`config.mk`:
```
export PLATFORM = sky130hd
export DESIGN_NAME = round_robin_thread_scheduler
export DESIGN_NICKNAME = d
export VERILOG_FILES = /design/src/hw/rtl/rrts_pkg.sv /design/src/hw/rtl/round_robin_thread_scheduler.sv /design/src/hw/rtl/rrts_ram.sv /design/src/hw/rtl/rrts_ctrl.sv
export SDC_FILE = /design/constraint.sdc
export NUM_CORES = 2
export LEC_CHECK = 0
export BUFFER_PORTS_ARGS = -buffer_cell sky130_fd_sc_hd__buf_2
export CORE_UTILIZATION = 25
export DETAILED_ROUTE_END_ITERATION = 10
export HOLD_SLACK_MARGIN = 0.02
export PLACE_DENSITY_LB_ADDON = 0.08
export SYNTH_ARGS = -nofsm -noshare
export SYNTH_HDL_FRONTEND = slang
export SYNTH_SLANG_ARGS = --single-unit
export TNS_END_PERCENT = 50
```
`constraint.sdc`:
```
create_clock -name i_clk -period 6.1 [get_ports i_clk]
set_input_delay 1.22 -clock i_clk [delete_from_list [all_inputs] [get_ports i_clk]]
set_output_delay 1.22 -clock i_clk [all_outputs]
set_load 0.01 [all_outputs]
```
`src/hw/rtl/rrts_pkg.sv`:
```
// Types and constants shared by the round-robin thread scheduler.
`timescale 1ns / 1ps
package rrts_pkg;

    localparam int ID_W     = 4;
    localparam int ID_SLOTS = 16;
    localparam int PRIO_W   = 8;
    localparam int TIME_W   = 32;
    localparam int QUANT_W  = 16;
    localparam int PERIOD_W = 24;
    localparam int CFG_W    = 16;

    typedef enum logic [2:0] {
        ST_ABSENT   = 3'd0,
        ST_RUNNABLE = 3'd1,
        ST_RUNNING  = 3'd2,
        ST_BLOCKED  = 3'd3,
        ST_SLEEPING = 3'd4
    } t_status;

    typedef enum logic [2:0] {
        ACT_SCHEDULE = 3'd0,
        ACT_ADD      = 3'd1,
        ACT_REMOVE   = 3'd2,
        ACT_RETIRE   = 3'd3,
        ACT_WAIT     = 3'd4
    } t_action;

    typedef enum logic {
        CFG_QUANTUM = 1'b0,
        CFG_LOCK    = 1'b1
    } t_cfg_reg;

    typedef enum logic [3:0] {
        S_IDLE,
        S_SCH_RD,
        S_SCH_ID,
        S_SCH_EV,
        S_SCH_MUL,
        S_SLOT_EV,
        S_SRCH_RD,
        S_SRCH_EV,
        S_RET_EV,
        S_SH_RD,
        S_SH_WR
    } t_state;

    typedef struct packed {
        logic [ID_W-1:0]   raddr;
        logic [ID_W-1:0]   waddr;
        logic              st_we;
        t_status           st_wdata;
        logic              pr_we;
        logic [PRIO_W-1:0] pr_wdata;
        logic              wk_we;
        logic [TIME_W-1:0] wk_wdata;
    } t_slot_req;

endpackage

```
`src/hw/rtl/round_robin_thread_scheduler.sv`:
```
// Round-robin thread scheduler: top level with config registers and memories.
// An item is taken when i_start is high and o_busy low; its one result shows
// for exactly one cycle with o_done and cannot be held off, so capture it then.
// Steps: unknown actions, and schedule or retire on an empty ring, answer
// from idle; add and set wait read the thread's slot, then write it; a
// schedule reads each ring entry and then its slot, moving entries that are
// not runnable to the tail, until one is runnable, then multiplies the slice;
// remove reads the slot, searches the ring and shifts later entries down;
// retire frees the head and shifts the rest down. The ring memory has a single
// registered read port. o_busy drops in the cycle the result is shown, so
// the next request can follow at once. Configuration writes are always ready.
`timescale 1ns / 1ps
module round_robin_thread_scheduler import rrts_pkg::*; #(
    parameter int MAX_THREADS = 16
) (
    input  logic                 i_clk,
    input  logic                 i_rst_n,
    input  logic                 i_start,
    output logic                 o_busy,
    input  logic [2:0]           i_action,
    input  logic [ID_W-1:0]      i_thread_id,
    input  logic [PRIO_W-1:0]    i_priority_req,
    input  logic                 i_wait_kind,
    input  logic [TIME_W-1:0]    i_wake_time,
    input  logic [TIME_W-1:0]    i_now,
    input  logic [ID_SLOTS-1:0]  i_blocked_mask,
    output logic                 o_done,
    output logic                 o_accepted,
    output logic                 o_found,
    output logic [ID_W-1:0]      o_selected_thread,
    output logic                 o_timer_run,
    output logic [PERIOD_W-1:0]  o_timer_period,
    output logic                 o_list_empty,
    input  logic                 i_cfg_valid,
    output logic                 o_cfg_ready,
    input  logic                 i_cfg_index,
    input  logic [CFG_W-1:0]     i_cfg_data
);

    localparam int PW = $clog2(MAX_THREADS);

    logic [QUANT_W-1:0] r_quantum;
    logic [PRIO_W-1:0]  r_lock;

    logic               ring_we;
    logic [PW-1:0]      ring_waddr;
    logic [ID_W-1:0]    ring_wdata;
    logic [PW-1:0]      ring_raddr;
    logic [ID_W-1:0]    ring_rdata;
    t_slot_req          slot_req;
    logic [2:0]         st_rdata;
    logic [PRIO_W-1:0]  pr_rdata;
    logic [TIME_W-1:0]  wk_rdata;

    assign o_cfg_ready = 1'b1;

    always_ff @(posedge i_clk) begin
        if (!i_rst_n) begin
            r_quantum <= QUANT_W'(1000);
            r_lock    <= PRIO_W'(255);
        end else if (i_cfg_valid) begin
            case (t_cfg_reg'(i_cfg_index))
                CFG_QUANTUM: r_quantum <= i_cfg_data;
                CFG_LOCK:    r_lock    <= i_cfg_data[PRIO_W-1:0];
                default: begin
                end
            endcase
        end
    end

    rrts_ram #(.DEPTH(MAX_THREADS), .WIDTH(ID_W)) u_ring (
        .i_clk   (i_clk),
        .i_we    (ring_we),
        .i_waddr (ring_waddr),
        .i_wdata (ring_wdata),
        .i_raddr (ring_raddr),
        .o_rdata (ring_rdata)
    );

    rrts_ram #(.DEPTH(ID_SLOTS), .WIDTH(3)) u_status (
        .i_clk   (i_clk),
        .i_we    (slot_req.st_we),
        .i_waddr (slot_req.waddr),
        .i_wdata (slot_req.st_wdata),
        .i_raddr (slot_req.raddr),
        .o_rdata (st_rdata)
    );

    rrts_ram #(.DEPTH(ID_SLOTS), .WIDTH(PRIO_W)) u_prio (
        .i_clk   (i_clk),
        .i_we    (slot_req.pr_we),
        .i_waddr (slot_req.waddr),
        .i_wdata (slot_req.pr_wdata),
        .i_raddr (slot_req.raddr),
        .o_rdata (pr_rdata)
    );

    rrts_ram #(.DEPTH(ID_SLOTS), .WIDTH(TIME_W)) u_wake (
        .i_clk   (i_clk),
        .i_we    (slot_req.wk_we),
        .i_waddr (slot_req.waddr),
        .i_wdata (slot_req.wk_wdata),
        .i_raddr (slot_req.raddr),
        .o_rdata (wk_rdata)
    );

    rrts_ctrl #(.MAX_THREADS(MAX_THREADS)) u_ctrl (
        .i_clk             (i_clk),
        .i_rst_n           (i_rst_n),
        .i_start           (i_start),
        .o_busy            (o_busy),
        .i_action          (i_action),
        .i_thread_id       (i_thread_id),
        .i_priority_req    (i_priority_req),
        .i_wait_kind       (i_wait_kind),
        .i_wake_time       (i_wake_time),
        .i_now             (i_now),
        .i_blocked_mask    (i_blocked_mask),
        .i_quantum         (r_quantum),
        .i_lock_priority   (r_lock),
        .o_ring_we         (ring_we),
        .o_ring_waddr      (ring_waddr),
        .o_ring_wdata      (ring_wdata),
        .o_ring_raddr      (ring_raddr),
        .i_ring_rdata      (ring_rdata),
        .o_slot_req        (slot_req),
        .i_st_rdata        (st_rdata),
        .i_pr_rdata        (pr_rdata),
        .i_wk_rdata        (wk_rdata),
        .o_done            (o_done),
        .o_accepted        (o_accepted),
        .o_found           (o_found),
        .o_selected_thread (o_selected_thread),
        .o_timer_run       (o_timer_run),
        .o_timer_period    (o_timer_period),
        .o_list_empty      (o_list_empty)
    );

endmodule

```
`src/hw/rtl/rrts_ram.sv`:
```
// Simple dual-port memory with registered read.
`timescale 1ns / 1ps
module rrts_ram #(
    parameter int DEPTH = 16,
    parameter int WIDTH = 8
) (
    input  logic                     i_clk,
    input  logic                     i_we,
    input  logic [$clog2(DEPTH)-1:0] i_waddr,
    input  logic [WIDTH-1:0]         i_wdata,
    input  logic [$clog2(DEPTH)-1:0] i_raddr,
    output logic [WIDTH-1:0]         o_rdata
);

    logic [WIDTH-1:0] r_mem [DEPTH];
    logic [WIDTH-1:0] r_rdata;

    always_ff @(posedge i_clk) begin
        if (i_we) begin
            r_mem[i_waddr] <= i_wdata;
        end
        r_rdata <= r_mem[i_raddr];
    end

    assign o_rdata = r_rdata;

endmodule

```
`src/hw/rtl/rrts_ctrl.sv`:
```
// Sequencer for the scheduler: walks the ring and updates slot memories.
`timescale 1ns / 1ps
module rrts_ctrl import rrts_pkg::*; #(
    parameter int MAX_THREADS = 16
) (
    input  logic                             i_clk,
    input  logic                             i_rst_n,
    input  logic                             i_start,
    output logic                             o_busy,
    input  logic [2:0]                       i_action,
    input  logic [ID_W-1:0]                  i_thread_id,
    input  logic [PRIO_W-1:0]                i_priority_req,
    input  logic                             i_wait_kind,
    input  logic [TIME_W-1:0]                i_wake_time,
    input  logic [TIME_W-1:0]                i_now,
    input  logic [ID_SLOTS-1:0]              i_blocked_mask,
    input  logic [QUANT_W-1:0]               i_quantum,
    input  logic [PRIO_W-1:0]                i_lock_priority,
    output logic                             o_ring_we,
    output logic [$clog2(MAX_THREADS)-1:0]   o_ring_waddr,
    output logic [ID_W-1:0]                  o_ring_wdata,
    output logic [$clog2(MAX_THREADS)-1:0]   o_ring_raddr,
    input  logic [ID_W-1:0]                  i_ring_rdata,
    output t_slot_req                        o_slot_req,
    input  logic [2:0]                       i_st_rdata,
    input  logic [PRIO_W-1:0]                i_pr_rdata,
    input  logic [TIME_W-1:0]                i_wk_rdata,
    output logic                             o_done,
    output logic                             o_accepted,
    output logic                             o_found,
    output logic [ID_W-1:0]                  o_selected_thread,
    output logic                             o_timer_run,
    output logic [PERIOD_W-1:0]              o_timer_period,
    output logic                             o_list_empty
);

    localparam int PW = $clog2(MAX_THREADS);
    localparam int CW = $clog2(MAX_THREADS + 1);

    function automatic logic [PW-1:0] f_inc(input logic [PW-1:0] p);
        logic [PW-1:0] res;
        res = (p == PW'(MAX_THREADS - 1)) ? '0 : PW'(p + 1'b1);
        return res;
    endfunction

    t_state r_state, n_state;

    logic [PW-1:0]         r_head, n_head;
    logic [CW-1:0]         r_count, n_count;
    logic [CW:0]           r_visit, n_visit;
    logic [PW-1:0]         r_p, n_p;
    logic [CW-1:0]         r_i, n_i;
    logic [ID_W-1:0]       r_id, n_id;
    logic [PRIO_W-1:0]     r_prio, n_prio;
    logic [ID_SLOTS-1:0]   r_st_valid;

    logic [2:0]            r_action;
    logic [ID_W-1:0]       r_tid;
    logic [PRIO_W-1:0]     r_prio_req;
    logic                  r_kind;
    logic [TIME_W-1:0]     r_wake;
    logic [TIME_W-1:0]     r_now;
    logic [ID_SLOTS-1:0]   r_bmask;

    logic                  r_done, n_done;
    logic                  r_acc, n_acc;
    logic                  r_found, n_found;
    logic [ID_W-1:0]       r_sel, n_sel;
    logic                  r_trun, n_trun;
    logic [PERIOD_W-1:0]   r_period, n_period;
    logic                  r_empty;

    logic                  w_accept;
    t_status               w_status;
    logic [PW:0]           w_sum;
    logic [PW-1:0]         w_tail;
    logic                  w_visit_last;
    logic                  w_srch_last;
    logic                  w_sh_more;
    logic                  w_can_add;
    logic [PERIOD_W-1:0]   w_product;

    assign w_accept     = i_start && (r_state == S_IDLE);
    assign w_status     = r_st_valid[r_id] ? t_status'(i_st_rdata) : ST_ABSENT;
    assign w_sum        = {1'b0, r_head} + (PW+1)'(r_count);
    assign w_tail       = (w_sum >= (PW+1)'(MAX_THREADS)) ?
                          PW'(w_sum - (PW+1)'(MAX_THREADS)) : PW'(w_sum);
    assign w_visit_last = ((CW+1)'(r_visit + 1'b1)) == {r_count, 1'b0};
    assign w_srch_last  = (CW'(r_i + 1'b1)) == r_count;
    assign w_sh_more    = (CW'(r_i + 1'b1)) < r_count;
    assign w_can_add    = (w_status == ST_ABSENT) && (r_count != CW'(MAX_THREADS));
    assign w_product    = {8'd0, i_quantum} * {16'd0, r_prio};

    // next state
    always_comb begin
        n_state = r_state;
        case (r_state)
            S_IDLE: begin
                if (i_start) begin
                    case (t_action'(i_action))
                        ACT_SCHEDULE: n_state = (r_count == '0) ? S_IDLE : S_SCH_RD;
                        ACT_ADD, ACT_REMOVE, ACT_WAIT: n_state = S_SLOT_EV;
                        ACT_RETIRE: n_state = (r_count == '0) ? S_IDLE : S_RET_EV;
                        default: n_state = S_IDLE;
                    endcase
                end
            end
            S_SCH_RD: n_state = S_SCH_ID;
            S_SCH_ID: n_state = S_SCH_EV;
            S_SCH_EV: begin
                if (w_status == ST_RUNNABLE) begin
                    n_state = S_SCH_MUL;
                end else begin
                    n_state = w_visit_last ? S_IDLE : S_SCH_RD;
                end
            end
            S_SCH_MUL: n_state = S_IDLE;
            S_SLOT_EV: begin
                if (t_action'(r_action) == ACT_REMOVE && w_status != ST_ABSENT) begin
                    n_state = S_SRCH_RD;
                end else begin
                    n_state = S_IDLE;
                end
            end
            S_SRCH_RD: n_state = S_SRCH_EV;
            S_SRCH_EV: begin
                if (i_ring_rdata == r_tid) begin
                    n_state = S_SH_RD;
                end else begin
                    n_state = w_srch_last ? S_IDLE : S_SRCH_RD;
                end
            end
            S_RET_EV: n_state = S_SH_RD;
            S_SH_RD:  n_state = w_sh_more ? S_SH_WR : S_IDLE;
            S_SH_WR:  n_state = S_SH_RD;
            default:  n_state = S_IDLE;
        endcase
    end

    // datapath and memory control
    always_comb begin
        n_head       = r_head;
        n_count      = r_count;
        n_visit      = r_visit;
        n_p          = r_p;
        n_i          = r_i;
        n_id         = r_id;
        n_prio       = r_prio;
        n_done       = 1'b0;
        n_acc        = 1'b0;
        n_found      = 1'b0;
        n_sel        = '0;
        n_trun       = 1'b0;
        n_period     = '0;
        o_ring_we    = 1'b0;
        o_ring_waddr = r_head;
        o_ring_wdata = r_id;
        o_ring_raddr = r_head;
        o_slot_req   = '{raddr: r_id, waddr: r_id, st_we: 1'b0, st_wdata: ST_ABSENT,
                         pr_we: 1'b0, pr_wdata: r_prio_req, wk_we: 1'b0,
                         wk_wdata: r_wake};
        case (r_state)
            S_IDLE: begin
                o_slot_req.raddr = i_thread_id;
                n_id             = i_thread_id;
                n_visit          = '0;
                if (i_start) begin
                    case (t_action'(i_action))
                        ACT_SCHEDULE: begin
                            if (r_count == '0) begin
                                n_done = 1'b1;
                                n_acc  = 1'b1;
                            end
                        end
                        ACT_ADD, ACT_REMOVE, ACT_WAIT: begin
                        end
                        ACT_RETIRE: begin
                            if (r_count == '0) begin
                                n_done = 1'b1;
                            end
                        end
                        default: n_done = 1'b1;
                    endcase
                end
            end
            S_SCH_RD: o_ring_raddr = r_head;
            S_SCH_ID: begin
                o_slot_req.raddr = i_ring_rdata;
                n_id             = i_ring_rdata;
            end
            S_SCH_EV: begin
                if (w_status == ST_RUNNABLE) begin
                    o_slot_req.st_we    = 1'b1;
                    o_slot_req.st_wdata = ST_RUNNING;
                    n_prio              = i_pr_rdata;
                end else begin
                    case (w_status)
                        ST_BLOCKED: begin
                            if (!r_bmask[r_id]) begin
                                o_slot_req.st_we    = 1'b1;
                                o_slot_req.st_wdata = ST_RUNNABLE;
                            end
                        end
                        ST_SLEEPING: begin
                            if (r_now >= i_wk_rdata) begin
                                o_slot_req.st_we    = 1'b1;
                                o_slot_req.st_wdata = ST_RUNNABLE;
                                o_slot_req.wk_we    = 1'b1;
                                o_slot_req.wk_wdata = '0;
                            end
                        end
                        ST_RUNNING: begin
                            o_slot_req.st_we    = 1'b1;
                            o_slot_req.st_wdata = ST_RUNNABLE;
                        end
                        default: begin
                        end
                    endcase
                    o_ring_we    = 1'b1;
                    o_ring_waddr = w_tail;
                    o_ring_wdata = r_id;
                    n_head       = f_inc(r_head);
                    n_visit      = (CW+1)'(r_visit + 1'b1);
                    if (w_visit_last) begin
                        n_done = 1'b1;
                        n_acc  = 1'b1;
                    end
                end
            end
            S_SCH_MUL: begin
                n_done   = 1'b1;
                n_acc    = 1'b1;
                n_found  = 1'b1;
                n_sel    = r_id;
                n_trun   = (r_prio != i_lock_priority);
                n_period = w_product;
            end
            S_SLOT_EV: begin
                case (t_action'(r_action))
                    ACT_ADD: begin
                        n_done = 1'b1;
                        if (w_can_add) begin
                            o_ring_we           = 1'b1;
                            o_ring_waddr        = w_tail;
                            o_ring_wdata        = r_tid;
                            n_count             = CW'(r_count + 1'b1);
                            o_slot_req.st_we    = 1'b1;
                            o_slot_req.st_wdata = ST_RUNNABLE;
                            o_slot_req.pr_we    = 1'b1;
                            n_acc               = 1'b1;
                        end
                    end
                    ACT_WAIT: begin
                        n_done = 1'b1;
                        if (w_status != ST_ABSENT) begin
                            o_slot_req.st_we = 1'b1;
                            if (r_kind) begin
                                o_slot_req.st_wdata = ST_SLEEPING;
                                o_slot_req.wk_we    = 1'b1;
                            end else begin
                                o_slot_req.st_wdata = ST_BLOCKED;
                            end
                            n_acc = 1'b1;
                        end
                    end
                    default: begin
                        n_p = r_head;
                        n_i = '0;
                        if (w_status == ST_ABSENT) begin
                            n_done = 1'b1;
                        end
                    end
                endcase
            end
            S_SRCH_RD: o_ring_raddr = r_p;
            S_SRCH_EV: begin
                if (i_ring_rdata == r_tid) begin
                    o_slot_req.waddr    = r_tid;
                    o_slot_req.st_we    = 1'b1;
                    o_slot_req.st_wdata = ST_ABSENT;
                end else begin
                    n_p = f_inc(r_p);
                    n_i = CW'(r_i + 1'b1);
                    if (w_srch_last) begin
                        n_done = 1'b1;
                    end
                end
            end
            S_RET_EV: begin
                o_slot_req.waddr    = i_ring_rdata;
                o_slot_req.st_we    = 1'b1;
                o_slot_req.st_wdata = ST_ABSENT;
                n_p                 = r_head;
                n_i                 = '0;
            end
            S_SH_RD: begin
                o_ring_raddr = f_inc(r_p);
                if (!w_sh_more) begin
                    n_count = CW'(r_count - 1'b1);
                    n_done  = 1'b1;
                    n_acc   = 1'b1;
                end
            end
            S_SH_WR: begin
                o_ring_we    = 1'b1;
                o_ring_waddr = r_p;
                o_ring_wdata = i_ring_rdata;
                n_p          = f_inc(r_p);
                n_i          = CW'(r_i + 1'b1);
            end
            default: begin
            end
        endcase
    end

    always_ff @(posedge i_clk) begin
        if (!i_rst_n) begin
            r_state    <= S_IDLE;
            r_head     <= '0;
            r_count    <= '0;
            r_st_valid <= '0;
            r_done     <= 1'b0;
        end else begin
            r_state <= n_state;
            r_head  <= n_head;
            r_count <= n_count;
            r_done  <= n_done;
            if (o_slot_req.st_we) begin
                r_st_valid[o_slot_req.waddr] <= 1'b1;
            end
        end
    end

    always_ff @(posedge i_clk) begin
        r_visit <= n_visit;
        r_p     <= n_p;
        r_i     <= n_i;
        r_id    <= n_id;
        r_prio  <= n_prio;
        if (w_accept) begin
            r_action   <= i_action;
            r_tid      <= i_thread_id;
            r_prio_req <= i_priority_req;
            r_kind     <= i_wait_kind;
            r_wake     <= i_wake_time;
            r_now      <= i_now;
            r_bmask    <= i_blocked_mask;
        end
        if (n_done) begin
            r_acc    <= n_acc;
            r_found  <= n_found;
            r_sel    <= n_sel;
            r_trun   <= n_trun;
            r_period <= n_period;
            r_empty  <= (n_count == '0);
        end
    end

    assign o_busy            = (r_state != S_IDLE);
    assign o_done            = r_done;
    assign o_accepted        = r_acc;
    assign o_found           = r_found;
    assign o_selected_thread = r_sel;
    assign o_timer_run       = r_trun;
    assign o_timer_period    = r_period;
    assign o_list_empty      = r_empty;

endmodule

```
==> qor.yml <==
setup_path:
  critPathMaxFanout: 17
  worstPathArrival_ns: 5.95
  rr_worst_depth: 16
  cp-start-kind: "register"
  cp.required_ns: 6.69
  slowest_stage: "edfxtp_1"
  r2r-end: "u_ctrl.o_timer_period[22]$_SDFFCE_PN0P_"
  criticalPathCategory: "register to register"
  cpPeakStageDelay_ns: 0.80
  crit_top_cell: "fa_1"
  cp_cell_sequence: "nand2_1, fa_1, inv_1, fa_1, fa_1, inv_1, fa_1, inv_1, ha_1, nand3_1, a2111oi_0, a22oi_1, nor3_1, nor4_1, or4_1, nand2_1"
  critPathTopFamily: "adder cells"
  end_kind: "register"
  crit_buf_inv: 3
  rrSetupSlack_ns: 0.74
  timing.rr.start: "u_ctrl.r_prio[2]$_DFFE_PP_"
clock_tree:
  hold_buffers: 0
  cts_setup_buffers: 0
  cts-root-buf: "clkbuf_16"
  numCtsBuffers: 117
  post_cts_resized: 0
  htreeDepth: 3
  cts.sinks: 1008
  insertion_delay_ns: 0.75
  path_clk_slew_ns: 0.06
  clockBufferDepth: 3
  cts_tree: "built"
pwr:
  power_density_nw_per_um2: 344
  netSwitchingPower_mw: 4.68
  cellInternalPower_mw: 13.2
  ir_drop_mv: 0.248
  clockPowerShare_pct: 40.9
  power.share.combinational_pct: 14.4
  cellLeakagePower_nw: 17.8
  seq_power_share_pct: 44.7
  swShare_pct: 26.1
global_routing:
  first_global_vias: 26261
  grt_pass1_wl_um: 180000
  track_usage_pct: 13.8
  antenna_found_initial: 3
  grt_remaining_overflow: 0
  grt_max_degree: 51
synthesis:
  yosysTopAreaCell: "edfxtp_1"
  avgSynthCellArea_um2: 15.6
  synth_top_family_by_area: "multiplexers"
  yosysUniqueCellTypes: 82
  netlist.area_leader.share_pct: 61.4
  synth_compound_area_share_pct: 4.47
  synth_fa_ha_area_share_pct: 6.40
  synth_seq_cells: 1008
  ys_seq_area_share_pct: 66.1
  synth-warning-count: 0
  syn_nets: 3124
  post_synth_mux_area_share_pct: 10.8
  yosys.area_share.simple_pct: 8.47
  yosys-top-cells-area: "edfxtp_1, mux4_2, dfxtp_1"
  synthFlopType: "edfxtp_1"
  synthXorXnorAreaFrac_pct: 0.864
  syn_inst: 2832
  async_flop_share_pct: 0
  syn_area_um2: 44200
  synth_edf_count: 903
sta:
  setup_tns_ns: 0
  fin_ws_ns: 0.741
  timing.hold.ws_ns: 0.395
  max_freq_mhz: 187
  worst_clock_skew_ns: 0.0403
  finalSetupViolations: 0
  worstMarginPinSlew_ns: 1.13
  maxSlewViolCount: 0
  min_period_ns: 5.36
  final-hold-violation-count: 0
  max_slew_margin_pct: 24.2
  rsz0062_at_grt: "no"
  period_share_pct: 87.9
drt:
  via_per_inst: 4.48
  firstDrtPassIters: 5
  dr_total_vias: 24424
  drt_first_iter_violations: 1573
  drcViolationCount: 0
  wl_um: 124000
  routedWlPerCell_um: 22.7
  ant_nets: 0
die:
  ioPinCount: 152
  coreArea_um2: 175000
  die_h_um: 422
  rows: 153
  initial_utilization_pct: 25.3
  dieArea_um2: 178000
  die_w_um: 422
placed_design:
  hpwl_um: 74300
  pre_cts_ws_ns: 0.743
  portBuffers: 150
  place_inst: 5225
  gp_congestion: 0.760
layout:
  fin_util_pct: 29.8
  layout.nets: 3311
  final_common_cell: "edfxtp_1"
  drive_gt1_share_pct: 20.2
  syn_to_final_growth_pct: 17.9
  fin_cells: 5446
  fill_cells: 17419
  mostFrequentLayoutCells: "edfxtp_1, nand2_1, mux4_2"
hold_path:
  holdPathEnd: "u_ctrl.r_prio[4]$_DFFE_PP_"
  whs_path_depth: 0
  worstHoldStart: "u_prio.o_rdata[4]$_DFF_P_"
  hold_path.class: "register to register"
outcome:
  outcome: "complete, no violations"
job:
  cap_violations: 0
final cells by class:
class | count | area [um2] | share of cell area, %
Timing Repair Buffer | 201 | 1330 | 2.56
Tap cell | 2325 | 2910 | 5.59
Inverter | 165 | 621 | 1.19
Antenna cell | 1 | 2.50 | 0.00481
Clock inverter | 64 | 817 | 1.57
Sequential cell | 1008 | 29200 | 56.1
Clock buffer | 156 | 3280 | 6.29
Multi-Input combinational cell | 1526 | 13900 | 26.7
worst register-to-register path: stages (launching register included):
cell	delay [ns]
edfxtp_1	0.80
nand2_1	0.19
fa_1	0.56
inv_1	0.05
fa_1	0.49
fa_1	0.50
inv_1	0.05
fa_1	0.47
inv_1	0.04
ha_1	0.41
nand3_1	0.11
a2111oi_0	0.40
a22oi_1	0.27
nor3_1	0.30
nor4_1	0.10
or4_1	0.40
nand2_1	0.07
power groups by stage:
stage / combinational [mW] / clock (mW) / sequential [mW]
finish: 2.58 / 7.33 / 8.01
global route: 2.88 / 7.82 / 8.04
CTS: 2.67 / 7.60 / 8.03
detailed placement: 2.65 / 0 / 8.17
global placement: 2.64 / 0 / 8.17
floorplan: 1.76 / 0 / 8.07
synth_stat cells (9+ instances only):
| library cell | n |
|---|---|
| nor2_1 | 106 |
| edfxtp_1 | 903 |
| and3_1 | 50 |
| buf_4 | 21 |
| nand2b_1 | 16 |
| nor3_1 | 23 |
| mux4_2 | 178 |
| a21oi_1 | 92 |
| mux2i_1 | 67 |
| o21ai_0 | 29 |
| a21o_1 | 10 |
| and2_1 | 154 |
| nor4_1 | 9 |
| nor2b_1 | 21 |
| buf_2 | 32 |
| clkbuf_1 | 72 |
| a211oi_1 | 19 |
| nand2_1 | 311 |
| fa_1 | 85 |
| a31oi_1 | 52 |
| ha_1 | 90 |
| xor2_1 | 22 |
| o21a_1 | 14 |
| nand3_1 | 35 |
| dfxtp_1 | 105 |
| inv_1 | 163 |
| xnor2_1 | 19 |
registers in the layout, summed over array words and instances, names as in the netlist, 5 cells and up:
| register | cells |
|---|---|
| u_ctrl.r_count | 5 |
| u_wake.o_rdata | 32 |
| u_ctrl.r_prio | 8 |
| r_lock | 8 |
| u_ring.r_mem | 64 |
| u_prio.o_rdata | 8 |
| u_ctrl.r_i | 5 |
| u_ctrl.o_timer_period | 24 |
| u_status.r_mem | 48 |
| u_ctrl.r_wake | 32 |
| u_wake.r_mem | 512 |
| u_ctrl.r_now | 32 |
| u_ctrl.r_bmask | 16 |
| u_ctrl.r_st_valid | 16 |
| r_quantum | 16 |
| u_ctrl.r_prio_req | 8 |
| u_ctrl.r_visit | 6 |
| u_prio.r_mem | 128 |
metrics by stage:
step           cell area [um2]  power, mW
2_1_floorplan            44200       9.82
3_3_place_gp             48000       10.8
3_5_place_dp             48000       10.8
4_1_cts                  52100       18.3
5_1_grt                  52100       18.7
6_report                 52100       17.9
how the worst max path moves through the flow:
stage / from / endpoint / slack (ns) / depth (start not counted)
final: u_ctrl.r_prio[2]$_DFFE_PP_ / u_ctrl.o_timer_period[22]$_SDFFCE_PN0P_ / 0.74 / 16
after global routing: u_ctrl.r_prio[2]$_DFFE_PP_ / u_ctrl.o_timer_period[22]$_SDFFCE_PN0P_ / 0.40 / 16
after CTS: u_ctrl.r_prio[2]$_DFFE_PP_ / u_ctrl.o_timer_period[22]$_SDFFCE_PN0P_ / 0.69 / 16
after detailed placement: u_ctrl.r_prio[2]$_DFFE_PP_ / u_ctrl.o_timer_period[22]$_SDFFCE_PN0P_ / 0.74 / 16
after global placement: u_ctrl.r_prio[2]$_DFFE_PP_ / u_ctrl.o_timer_period[22]$_SDFFCE_PN0P_ / 0.71 / 16
after floorplan: i_start / u_ctrl.o_accepted$_DFFE_PP_ / 1.02 / 4
routing by layer:
layer	vias to the layer above	part of all wire, %	track usage [%]
li1	10990	-	-
met1	12806	44	17.7
met2	449	50	23.8
met3	179	3.2	2.13
met4	0	2.5	3.99
met5	-	0	0
cells by family (layout without fill, tap and decap cells):
logic type,after synthesis,after routing
compound gates,293,293
xor+xnor,42,42
fa+ha+maj,175,175
buf+inv,298,586
flops,1008,1008
mux,252,252
other cells,1,2
simple gates,763,763
Note: power is estimated with default switching activity, not from simulation.
